===== src/rtl/core/rvdec_pkg.sv =====
`default_nettype none

package rvdec_pkg;

  localparam int unsigned WordWidth = 32;
  localparam int unsigned KindWidth = 6;

  // major opcodes, bits 6:0
  localparam logic [6:0] OPC_LUI    = 7'b0110111;
  localparam logic [6:0] OPC_AUIPC  = 7'b0010111;
  localparam logic [6:0] OPC_JAL    = 7'b1101111;
  localparam logic [6:0] OPC_JALR   = 7'b1100111;
  localparam logic [6:0] OPC_BRANCH = 7'b1100011;
  localparam logic [6:0] OPC_LOAD   = 7'b0000011;
  localparam logic [6:0] OPC_STORE  = 7'b0100011;
  localparam logic [6:0] OPC_OPIMM  = 7'b0010011;
  localparam logic [6:0] OPC_OP     = 7'b0110011;
  localparam logic [6:0] OPC_FENCE  = 7'b0001111;
  localparam logic [6:0] OPC_SYSTEM = 7'b1110011;

  localparam logic [6:0] F7_ZERO   = 7'b0000000;
  localparam logic [6:0] F7_ALT    = 7'b0100000;
  localparam logic [6:0] F7_MULDIV = 7'b0000001;

  localparam logic [11:0] SYS_ECALL  = 12'h000;
  localparam logic [11:0] SYS_EBREAK = 12'h001;

  // instruction kinds
  localparam logic [KindWidth-1:0] KIND_LUI    = 6'd0;
  localparam logic [KindWidth-1:0] KIND_AUIPC  = 6'd1;
  localparam logic [KindWidth-1:0] KIND_JAL    = 6'd2;
  localparam logic [KindWidth-1:0] KIND_JALR   = 6'd3;
  localparam logic [KindWidth-1:0] KIND_BEQ    = 6'd4;
  localparam logic [KindWidth-1:0] KIND_BNE    = 6'd5;
  localparam logic [KindWidth-1:0] KIND_BLT    = 6'd6;
  localparam logic [KindWidth-1:0] KIND_BGE    = 6'd7;
  localparam logic [KindWidth-1:0] KIND_BLTU   = 6'd8;
  localparam logic [KindWidth-1:0] KIND_BGEU   = 6'd9;
  localparam logic [KindWidth-1:0] KIND_LB     = 6'd10;
  localparam logic [KindWidth-1:0] KIND_LH     = 6'd11;
  localparam logic [KindWidth-1:0] KIND_LW     = 6'd12;
  localparam logic [KindWidth-1:0] KIND_LBU    = 6'd13;
  localparam logic [KindWidth-1:0] KIND_LHU    = 6'd14;
  localparam logic [KindWidth-1:0] KIND_SB     = 6'd15;
  localparam logic [KindWidth-1:0] KIND_SH     = 6'd16;
  localparam logic [KindWidth-1:0] KIND_SW     = 6'd17;
  localparam logic [KindWidth-1:0] KIND_ADDI   = 6'd18;
  localparam logic [KindWidth-1:0] KIND_SLTI   = 6'd19;
  localparam logic [KindWidth-1:0] KIND_SLTIU  = 6'd20;
  localparam logic [KindWidth-1:0] KIND_XORI   = 6'd21;
  localparam logic [KindWidth-1:0] KIND_ORI    = 6'd22;
  localparam logic [KindWidth-1:0] KIND_ANDI   = 6'd23;
  localparam logic [KindWidth-1:0] KIND_SLLI   = 6'd24;
  localparam logic [KindWidth-1:0] KIND_SRLI   = 6'd25;
  localparam logic [KindWidth-1:0] KIND_SRAI   = 6'd26;
  localparam logic [KindWidth-1:0] KIND_ADD    = 6'd27;
  localparam logic [KindWidth-1:0] KIND_SLL    = 6'd28;
  localparam logic [KindWidth-1:0] KIND_SLT    = 6'd29;
  localparam logic [KindWidth-1:0] KIND_SLTU   = 6'd30;
  localparam logic [KindWidth-1:0] KIND_XOR    = 6'd31;
  localparam logic [KindWidth-1:0] KIND_SRL    = 6'd32;
  localparam logic [KindWidth-1:0] KIND_OR     = 6'd33;
  localparam logic [KindWidth-1:0] KIND_AND    = 6'd34;
  localparam logic [KindWidth-1:0] KIND_SUB    = 6'd35;
  localparam logic [KindWidth-1:0] KIND_SRA    = 6'd36;
  localparam logic [KindWidth-1:0] KIND_FENCE  = 6'd37;
  localparam logic [KindWidth-1:0] KIND_ECALL  = 6'd38;
  localparam logic [KindWidth-1:0] KIND_EBREAK = 6'd39;
  localparam logic [KindWidth-1:0] KIND_MUL    = 6'd40;
  localparam logic [KindWidth-1:0] KIND_UNDEF  = 6'd48;

  typedef struct packed {
    logic [KindWidth-1:0] kind;
    logic [4:0]           dest_reg;
    logic [4:0]           src_reg_a;
    logic [4:0]           src_reg_b;
    logic [2:0]           func_low;
    logic [6:0]           func_high;
    logic [31:0]          immediate;
    logic [3:0]           fence_succ;
    logic [3:0]           fence_pred;
    logic [3:0]           fence_mode;
  } dec_result_t;

endpackage

`default_nettype wire


===== src/rtl/core/rvdec_decode.sv =====
`default_nettype none

module rvdec_decode (
  input  wire logic [rvdec_pkg::WordWidth-1:0] word,
  input  wire logic                            mul_div_enable,
  output rvdec_pkg::dec_result_t               result
);
  import rvdec_pkg::*;

  logic [6:0]           opc;
  logic [2:0]           f3;
  logic [6:0]           f7;
  logic [31:0]          imm_i;
  logic [31:0]          imm_s;
  logic [31:0]          imm_b;
  logic [31:0]          imm_u;
  logic [31:0]          imm_j;
  logic [KindWidth-1:0] kind;
  logic [31:0]          imm;
  logic                 is_fence;

  assign opc = word[6:0];
  assign f3  = word[14:12];
  assign f7  = word[31:25];

  assign imm_i = {{20{word[31]}}, word[31:20]};
  assign imm_s = {{20{word[31]}}, word[31:25], word[11:7]};
  assign imm_b = {{19{word[31]}}, word[31], word[7], word[30:25], word[11:8], 1'b0};
  assign imm_u = {word[31:12], 12'b0};
  assign imm_j = {{11{word[31]}}, word[31], word[19:12], word[20], word[30:21], 1'b0};

  always_comb begin
    kind     = KIND_UNDEF;
    is_fence = 1'b0;
    unique case (opc)
      OPC_LUI:    kind = KIND_LUI;
      OPC_AUIPC:  kind = KIND_AUIPC;
      OPC_JAL:    kind = KIND_JAL;
      OPC_JALR:   kind = KIND_JALR;
      OPC_BRANCH: begin
        unique case (f3)
          3'd0:    kind = KIND_BEQ;
          3'd1:    kind = KIND_BNE;
          3'd4:    kind = KIND_BLT;
          3'd5:    kind = KIND_BGE;
          3'd6:    kind = KIND_BLTU;
          3'd7:    kind = KIND_BGEU;
          default: kind = KIND_UNDEF;
        endcase
      end
      OPC_LOAD: begin
        unique case (f3)
          3'd0:    kind = KIND_LB;
          3'd1:    kind = KIND_LH;
          3'd2:    kind = KIND_LW;
          3'd4:    kind = KIND_LBU;
          3'd5:    kind = KIND_LHU;
          default: kind = KIND_UNDEF;
        endcase
      end
      OPC_STORE: begin
        unique case (f3)
          3'd0:    kind = KIND_SB;
          3'd1:    kind = KIND_SH;
          3'd2:    kind = KIND_SW;
          default: kind = KIND_UNDEF;
        endcase
      end
      OPC_OPIMM: begin
        unique case (f3)
          3'd0: kind = KIND_ADDI;
          3'd1: kind = KIND_SLLI;  // shamt upper bits not checked
          3'd2: kind = KIND_SLTI;
          3'd3: kind = KIND_SLTIU;
          3'd4: kind = KIND_XORI;
          3'd5: begin
            if (f7 == F7_ZERO) begin
              kind = KIND_SRLI;
            end else if (f7 == F7_ALT) begin
              kind = KIND_SRAI;
            end
          end
          3'd6: kind = KIND_ORI;
          3'd7: kind = KIND_ANDI;
          default: kind = KIND_UNDEF;
        endcase
      end
      OPC_OP: begin
        if (f7 == F7_ZERO) begin
          unique case (f3)
            3'd0:    kind = KIND_ADD;
            3'd1:    kind = KIND_SLL;
            3'd2:    kind = KIND_SLT;
            3'd3:    kind = KIND_SLTU;
            3'd4:    kind = KIND_XOR;
            3'd5:    kind = KIND_SRL;
            3'd6:    kind = KIND_OR;
            default: kind = KIND_AND;
          endcase
        end else if (f7 == F7_ALT) begin
          if (f3 == 3'd0) begin
            kind = KIND_SUB;
          end else if (f3 == 3'd5) begin
            kind = KIND_SRA;
          end
        end else if (f7 == F7_MULDIV && mul_div_enable) begin
          // MUL..REMU follow funct3 in order
          kind = KIND_MUL + {3'b000, f3};
        end
      end
      OPC_FENCE: begin
        kind     = KIND_FENCE;
        is_fence = 1'b1;
      end
      OPC_SYSTEM: begin
        if (word[31:20] == SYS_ECALL) begin
          kind = KIND_ECALL;
        end else if (word[31:20] == SYS_EBREAK) begin
          kind = KIND_EBREAK;
        end
      end
      default: kind = KIND_UNDEF;
    endcase
  end

  // immediate format follows the decoded kind; undefined and R-type give zero
  always_comb begin
    imm = '0;
    if (kind != KIND_UNDEF) begin
      unique case (opc)
        OPC_LUI, OPC_AUIPC: imm = imm_u;
        OPC_JAL:            imm = imm_j;
        OPC_BRANCH:         imm = imm_b;
        OPC_STORE:          imm = imm_s;
        OPC_JALR, OPC_LOAD, OPC_OPIMM, OPC_FENCE, OPC_SYSTEM: imm = imm_i;
        default:            imm = '0;
      endcase
    end
  end

  always_comb begin
    result.kind       = kind;
    result.dest_reg   = word[11:7];
    result.src_reg_a  = word[19:15];
    result.src_reg_b  = word[24:20];
    result.func_low   = f3;
    result.func_high  = f7;
    result.immediate  = imm;
    result.fence_succ = is_fence ? word[23:20] : 4'b0;
    result.fence_pred = is_fence ? word[27:24] : 4'b0;
    result.fence_mode = is_fence ? word[31:28] : 4'b0;
  end

endmodule

`default_nettype wire


===== src/rtl/core/rv32im_instruction_decoder_core.sv =====
`default_nettype none
// From the start beat to the done strobe: input register, decode logic, result
// register.
// Throughput: one instruction per cycle; busy is never asserted and the
// receiver cannot stall.
// Reset (rst, synchronous): clears the pipeline valid bits and sets
// mul_div_enable to 1.

module rv32im_instruction_decoder_core (
  input  wire logic                                clk,
  input  wire logic                                rst,
  input  wire logic                                start,
  output logic                                     busy,
  input  wire logic [rvdec_pkg::WordWidth-1:0]     instruction_word,
  input  wire logic                                cfg_write_en,
  input  wire logic                                cfg_write_data,
  output logic                                     done,
  output logic [rvdec_pkg::KindWidth-1:0]          kind,
  output logic [4:0]                               dest_reg,
  output logic [4:0]                               src_reg_a,
  output logic [4:0]                               src_reg_b,
  output logic [2:0]                               func_low,
  output logic [6:0]                               func_high,
  output logic signed [31:0]                       immediate,
  output logic [3:0]                               fence_succ,
  output logic [3:0]                               fence_pred,
  output logic [3:0]                               fence_mode
);
  import rvdec_pkg::*;

  logic                 mul_div_enable;
  logic                 in_valid;
  logic [WordWidth-1:0] in_word;
  logic                 out_valid;
  dec_result_t          dec_next;
  dec_result_t          out_result;

  assign busy = 1'b0;

  always_ff @(posedge clk) begin
    if (rst) begin
      mul_div_enable <= 1'b1;
    end else if (cfg_write_en) begin
      mul_div_enable <= cfg_write_data;
    end
  end

  always_ff @(posedge clk) begin
    if (rst) begin
      in_valid  <= 1'b0;
      out_valid <= 1'b0;
    end else begin
      in_valid  <= start;
      out_valid <= in_valid;
    end
  end

  always_ff @(posedge clk) begin
    if (start) begin
      in_word <= instruction_word;
    end
    if (in_valid) begin
      out_result <= dec_next;
    end
  end

  rvdec_decode u_decode (
    .word           (in_word),
    .mul_div_enable (mul_div_enable),
    .result         (dec_next)
  );

  assign done       = out_valid;
  assign kind       = out_result.kind;
  assign dest_reg   = out_result.dest_reg;
  assign src_reg_a  = out_result.src_reg_a;
  assign src_reg_b  = out_result.src_reg_b;
  assign func_low   = out_result.func_low;
  assign func_high  = out_result.func_high;
  assign immediate  = out_result.immediate;
  assign fence_succ = out_result.fence_succ;
  assign fence_pred = out_result.fence_pred;
  assign fence_mode = out_result.fence_mode;

endmodule

`default_nettype wire

===== config.mk =====
export PLATFORM = sky130hd
export DESIGN_NAME = rv32im_instruction_decoder_core
export DESIGN_NICKNAME = d
export VERILOG_FILES = /design/src/rtl/core/rvdec_pkg.sv /design/src/rtl/core/rvdec_decode.sv /design/src/rtl/core/rv32im_instruction_decoder_core.sv
export SDC_FILE = /design/constraint.sdc
export NUM_CORES = 1
export LEC_CHECK = 0
export ABC_CLOCK_PERIOD_IN_PS = 2600
export BUFFER_PORTS_ARGS = -buffer_cell sky130_fd_sc_hd__buf_2
export CORE_MARGIN = 2
export CORE_UTILIZATION = 54
export CTS_CLUSTER_DIAMETER = 50
export DETAILED_ROUTE_END_ITERATION = 6
export MAX_ROUTING_LAYER = met4
export PLACE_DENSITY = 0.8
export SYNTH_ARGS = -nofsm -noshare
export SYNTH_HDL_FRONTEND = slang
export SYNTH_SLANG_ARGS = --single-unit

===== constraint.sdc =====
create_clock -name clk -period 2.6 [get_ports clk]
set_input_delay 0.52 -clock clk [delete_from_list [all_inputs] [get_ports clk]]
set_output_delay 0.52 -clock clk [all_outputs]
set_load 0.02 [all_outputs]

### Word-level counts from Yosys, hierarchy flattened

Index checks and enable logic that the tools add are counted.

| cells by class | value |
|---|---|
| equality and inequality tests | 22 |
| mux-type cells | 17 |
| reduce and logical (&&, ||, !) cells | 6 |
| add/sub/neg operators | 1 |

Operators by type and width:

| operator | count |
|---|---|
| 32-bit one-hot mux with 5 select lines | 1 |
| 6-bit one-hot mux with 11 select lines | 1 |
| 6-bit one-hot mux with 8 select lines | 1 |
| 6-bit 2-to-1 mux | 7 |
| 6-bit one-hot mux with 7 select lines | 1 |
| 6-bit one-hot mux with 6 select lines | 1 |
| 6-bit one-hot mux with 5 select lines | 1 |
| 7-bit by 6-bit equality test with 1-bit output, second input constant | 4 |
| 7-bit equality test, second input constant | 4 |
| 6-bit one-hot mux with 3 select lines | 1 |
| 7-bit by 5-bit equality test with 1-bit output, second input constant | 2 |
| 12-bit by 1-bit equality test with 1-bit output, second input constant | 1 |
| 3-bit equality test, second input constant | 4 |
| 12-bit zero test | 1 |
| 5-bit 2-to-1 mux | 2 |
| 7-bit by 1-bit equality test with 1-bit output, second input constant | 1 |
| 7-bit by 2-bit equality test with 1-bit output, second input constant | 1 |
| 7-bit by 4-bit equality test with 1-bit output, second input constant | 1 |
| 7-bit zero test | 1 |
| 6-bit by 3-bit adder with 6-bit output, first input constant | 1 |
| 3-bit by 2-bit equality test with 1-bit output, second input constant | 2 |
| 6-bit != test, second input constant | 1 |
| 5-bit OR reduction | 1 |
| 3-bit by 1-bit equality test with 1-bit output, second input constant | 1 |
| 4 further kinds | 4 |

| storage, ports and cells | value |
|---|---|
| register bits after elaboration | 110 |
| bits of input ports | 37 |

### Longest topological paths before layout

| logic depth | value |
|---|---|
| depth in word-level cells | 7 |
| depth in mapped cells | 8 |
| depth with buffers taken out | 5 |

### Cells and area by module

Synthesis repeated with hierarchy kept, for this count alone.

| unflattened totals | value |
|---|---|
| cells, all modules | 388 |
| area total of the unflattened synthesis | 4899.7 um2 |

Modules (own cells, without submodules):

| module | area each (um2) | times used | cells an instance |
|---|---|---|---|
| rv32im_instruction_decoder_core | 3311.9 | 1 | 116 |
| rvdec_decode | 1587.8 | 1 | 272 |

### Worst setup path after synthesis

Ideal clock, no wire load.

| timing path | value |
|---|---|
| kind | register to register |
| start point | register in_valid |
| end point | register out_result (netlist bit dest_reg[0]), enable pin |
| required time | 2.160 ns |
| buffers on the path | 0 |
| slack | 0.239 ns |
| stages on the path, launching flop included | 1 |
| clock period less this slack | 2.361 ns |
| arrival | 1.921 ns |
| cells stage by stage | dfxtp_1 |

RTL lines:

| element | line | text |
|---|---|---|
| from (decl) | rv32im_instruction_decoder_core.sv:32 | `logic in_valid;` |
| from (signal assigned) | rv32im_instruction_decoder_core.sv:53 | `in_valid <= start;` |
| to (signal assigned) | rv32im_instruction_decoder_core.sv:63 | `out_result <= dec_next;` |
| to (decl) | rv32im_instruction_decoder_core.sv:36 | `dec_result_t out_result;` |

No word-level cell between the ends.

### Worst setup path after layout

| timing path | value |
|---|---|
| start point | register in_word[2] |
| end point | register out_result (netlist bit immediate[31]) (data pin) |

| between the ends | value |
|---|---|
| word-level cells in the longest chain between the ends | 3 |
| elaborated cells between the ends (all ways) | 16 |
| those cells by class | 12 x eq/ne; 2 x mux; 2 x reduce/logical |

Ends and longest elaborated chain:

| element | line | text |
|---|---|---|
| from (decl) | rv32im_instruction_decoder_core.sv:33 | `logic [WordWidth-1:0] in_word;` |
| from (signal assigned) | rv32im_instruction_decoder_core.sv:60 | `in_word <= instruction_word;` |
| 7-bit equality test (tied with other cells) | rvdec_decode.sv:35, rvdec_decode.sv:130 |  |
| 6-bit one-hot mux with 11 select lines (tied with other cells) | rvdec_decode.sv:35 | `unique case (opc)` |
| 6-bit != test / 32-bit one-hot mux with 5 select lines (equally long branches) | rvdec_decode.sv:129, rvdec_decode.sv:130 |  |

Parallel ways exist; a longest one is shown, timed or not.
A chain may end at the register's enable or synchronous reset.

==> impl_metrics.json <==
{
  "status": "finished, final reports clean",
  "grt_usage_pct": 23.84,
  "async_reset_ff_share_pct": 0,
  "finalWirelength_microns": 11450,
  "ant_nets": 0,
  "numCtsBuffers": 9,
  "drc": 0,
  "synth_edf_count": 107,
  "syn2layout_area_growth_pct": 19.81,
  "drtIter0Drc": 227,
  "ff2ff_setup_slack_ns": 0.17,
  "cts_setup_buffers": 0,
  "clkLatencyLatePin_ns": 0.38,
  "cts_root_buf": "clkbuf_8",
  "synth_flop_cell": "edfxtp_1",
  "drive_gt1_share_pct": 38.06,
  "syn-num-nets": 407,
  "vias": 3553,
  "grt_pass1_vias": 3448,
  "num_rows": 34,
  "rsz0062_at_grt": "no",
  "tritoncts": "done",
  "initial_core_util_pct": 56.15,
  "p_leak_nw": 2.020,
  "crit_path_start_kind": "flop",
  "wl_per_cell_microns": 19.02,
  "crit_fanout": 25,
  "crit_type": "flop to flop",
  "min_to": "in_word[26]",
  "tightestPinTransition_ns": 0.7817,
  "min_period_over_period_pct": 93.54,
  "gp_congestion": 0.9031,
  "crit_path_end_kind": "flop",
  "htreeDepth": 3,
  "period_minus_slack_ns": 2.432,
  "post-dp-hpwl_microns": 8131,
  "cts_sinks": 110,
  "fp.dieH_microns": 99.69,
  "final_util_pct": 67.28,
  "whs_path_depth": 1,
  "worstPathRequired_ns": 2.77,
  "die_area_sq_um": 9938,
  "globalRouteMet3Util_pct": 3.303,
  "antenna_found_initial": 0,
  "fin_nets": 526,
  "synth_cells": 370,
  "cts_buffer_depth": 2,
  "antennaDiodeCount": 0,
  "gr-max-usage-layer": "met2",
  "drt_first_pass_iters": 5,
  "setup_ws_ns": 0.1679,
  "grt_pass1_wl_microns": 17640,
  "p_per_area_nw_per_um2": 610.3,
  "place_ws_ns": 0.1578,
  "overflow": 0,
  "r2r-start": "in_word[2]",
  "synth_area_sq_um": 4945,
  "ios": 114,
  "finalHoldViolCount": 0,
  "synth_area_per_cell_sq_um": 13.36,
  "fmax_mhz": 411.2,
  "peakVddDrop_mv": 0.2636,
  "grt_start_max_net_pins": 64,
  "met2_usage_pct": 36.85,
  "finalSetupTns_ns": 0,
  "worstRegToRegCells": 7,
  "skew_ns": 0.01699,
  "slew_headroom_pct": 47.88,
  "io_buffers": 112,
  "vias_per_cell": 5.902,
  "clk_pin_slew_worst_paths_ns": 0.12,
  "synth_seq_cells": 110,
  "power_mw": 3.616,
  "dieWidth_microns": 99.69,
  "finalSetupViolCount": 0,
  "cp.arrival_ns": 2.60,
  "fin_worst_hold_slack_ns": 0.3103,
  "ys_seq_area_share_pct": 66.19,
  "drv_cap": 0,
  "use_met1_pct": 33.18,
  "drv_slew": 0,
  "hp-class": "primary input to flop",
  "yosysWarnings": 0,
  "design.core.area_sq_um": 8806,
  "r2r_end": "immediate[31]",
  "hp-start": "instruction_word[26]",
  "synth.distinct_cells": 60
}
## worst max path at each step
stage / from / to / slack (ns) / cells past startpoint
4_1_cts: in_word[22] / immediate[31] / 0.12 / 6
6_report: in_word[2] / immediate[31] / 0.17 / 7
3_5_place_dp: in_word[28] / immediate[31] / 0.16 / 6
5_1_grt: in_word[2] / immediate[31] / 0.05 / 7
2_1_floorplan: in_valid / dest_reg[0] / 0.24 / 0
3_3_place_gp: in_word[22] / immediate[31] / 0.25 / 6
## cells in the final DEF (no fill, tap or decap), drive strengths merged, types with 3 or more instances in the layout
cell type    n
or2          3
a31oi        6
nor2        10
and3         4
edfxtp     107
or4          5
nand3        3
buf        138
or3          8
nor2b        9
o21ai       15
nor3b        3
nand4        3
and2        14
inv          7
nand2b       4
a21oi       24
o31ai        5
clkbuf       9
nor3        27
clkinv       3
a211oi       8
o22ai        5
dfxtp        3
nand2       29
a32oi        7
## area by class of cell
class                      count  area (sq um)
clock buffer                   9         123.9
sequential                   110          3277
inverter                       4         15.01
clock inverter                 7         66.31
multi-input combinational    226          1514
tap                          108         135.1
fill                         644          2882
timing repair buffer         138         793.3
## worst max-delay path: stages (launching register included)
cell and delay [ns]:
edfxtp_1 0.50, buf_4 0.22, nor2b_1 0.17, and3_1 0.25, a31oi_1 0.38, a32oi_4 0.19, buf_12 0.20, nor4_1 0.31
## per-stage QoR
stage	std cells	cell area, sq um
floorplan	370	4945
global route	602	5924
finish	602	5924
detailed placement	586	5720
CTS	602	5911
global placement	586	5720
## power breakdown
group          switching (mW)  internal (mW)
Clock                   0.611          0.370
Sequential             0.0795           2.07
Combinational           0.311          0.175
## cells in the mapped netlist, types with 2 or more instances
| cell type | count | area share (%) |
|---|---|---|
| a211oi_1 | 4 | 0.61 |
| a211oi_2 | 4 | 1.0 |
| a21oi_1 | 24 | 2.4 |
| a22oi_1 | 2 | 0.30 |
| a31oi_1 | 6 | 0.76 |
| a32oi_1 | 6 | 1.1 |
| and2_1 | 14 | 1.8 |
| and3_1 | 4 | 0.51 |
| and3b_1 | 2 | 0.35 |
| buf_2 | 8 | 0.81 |
| buf_6 | 4 | 0.91 |
| clkbuf_1 | 17 | 1.3 |
| dfxtp_1 | 3 | 1.2 |
| edfxtp_1 | 107 | 65 |
| inv_1 | 4 | 0.30 |
| mux2_2 | 2 | 0.46 |
| nand2_1 | 29 | 2.2 |
| nand2b_1 | 4 | 0.51 |
| nand3_1 | 3 | 0.30 |
| nand4_1 | 3 | 0.38 |
| nor2_1 | 10 | 0.76 |
| nor2b_1 | 9 | 1.1 |
| nor3_1 | 11 | 1.1 |
| nor3_2 | 16 | 3.2 |
| nor3b_1 | 3 | 0.46 |
| nor4_1 | 2 | 0.25 |
| o21a_1 | 2 | 0.30 |
| o21ai_0 | 15 | 1.5 |
| o22ai_1 | 5 | 0.63 |
| o31ai_1 | 4 | 0.61 |
| or2_2 | 3 | 0.38 |
| or3_1 | 8 | 1.0 |
| or4_1 | 4 | 0.61 |
| xor2_1 | 2 | 0.35 |
## cells by family after synthesis
group / after synthesis / synth area share (%)
simple gates: 132 / 16.32
flops: 110 / 66.19
compound gates: 86 / 12.55
buf+inv: 34 / 3.467
xor+xnor: 3 / 0.5315
mux: 3 / 0.6579
fa+ha+maj: 1 / 0.2024
other cells: 1 / 0.07584
## per-layer routing
layer | wire length, microns | part of all wire (%)
met4 | 178 | 1.6
met2 | 5542 | 48
met5 | 0 | 0
met1 | 4955 | 43
met3 | 775 | 6.8
## timing repair
action                                  CTS  global route
endpoints found under the setup margin    0            12
hold buffers                              0             0
resized for setup                         0             3
Note: power is estimated with default switching activity, not from simulation.
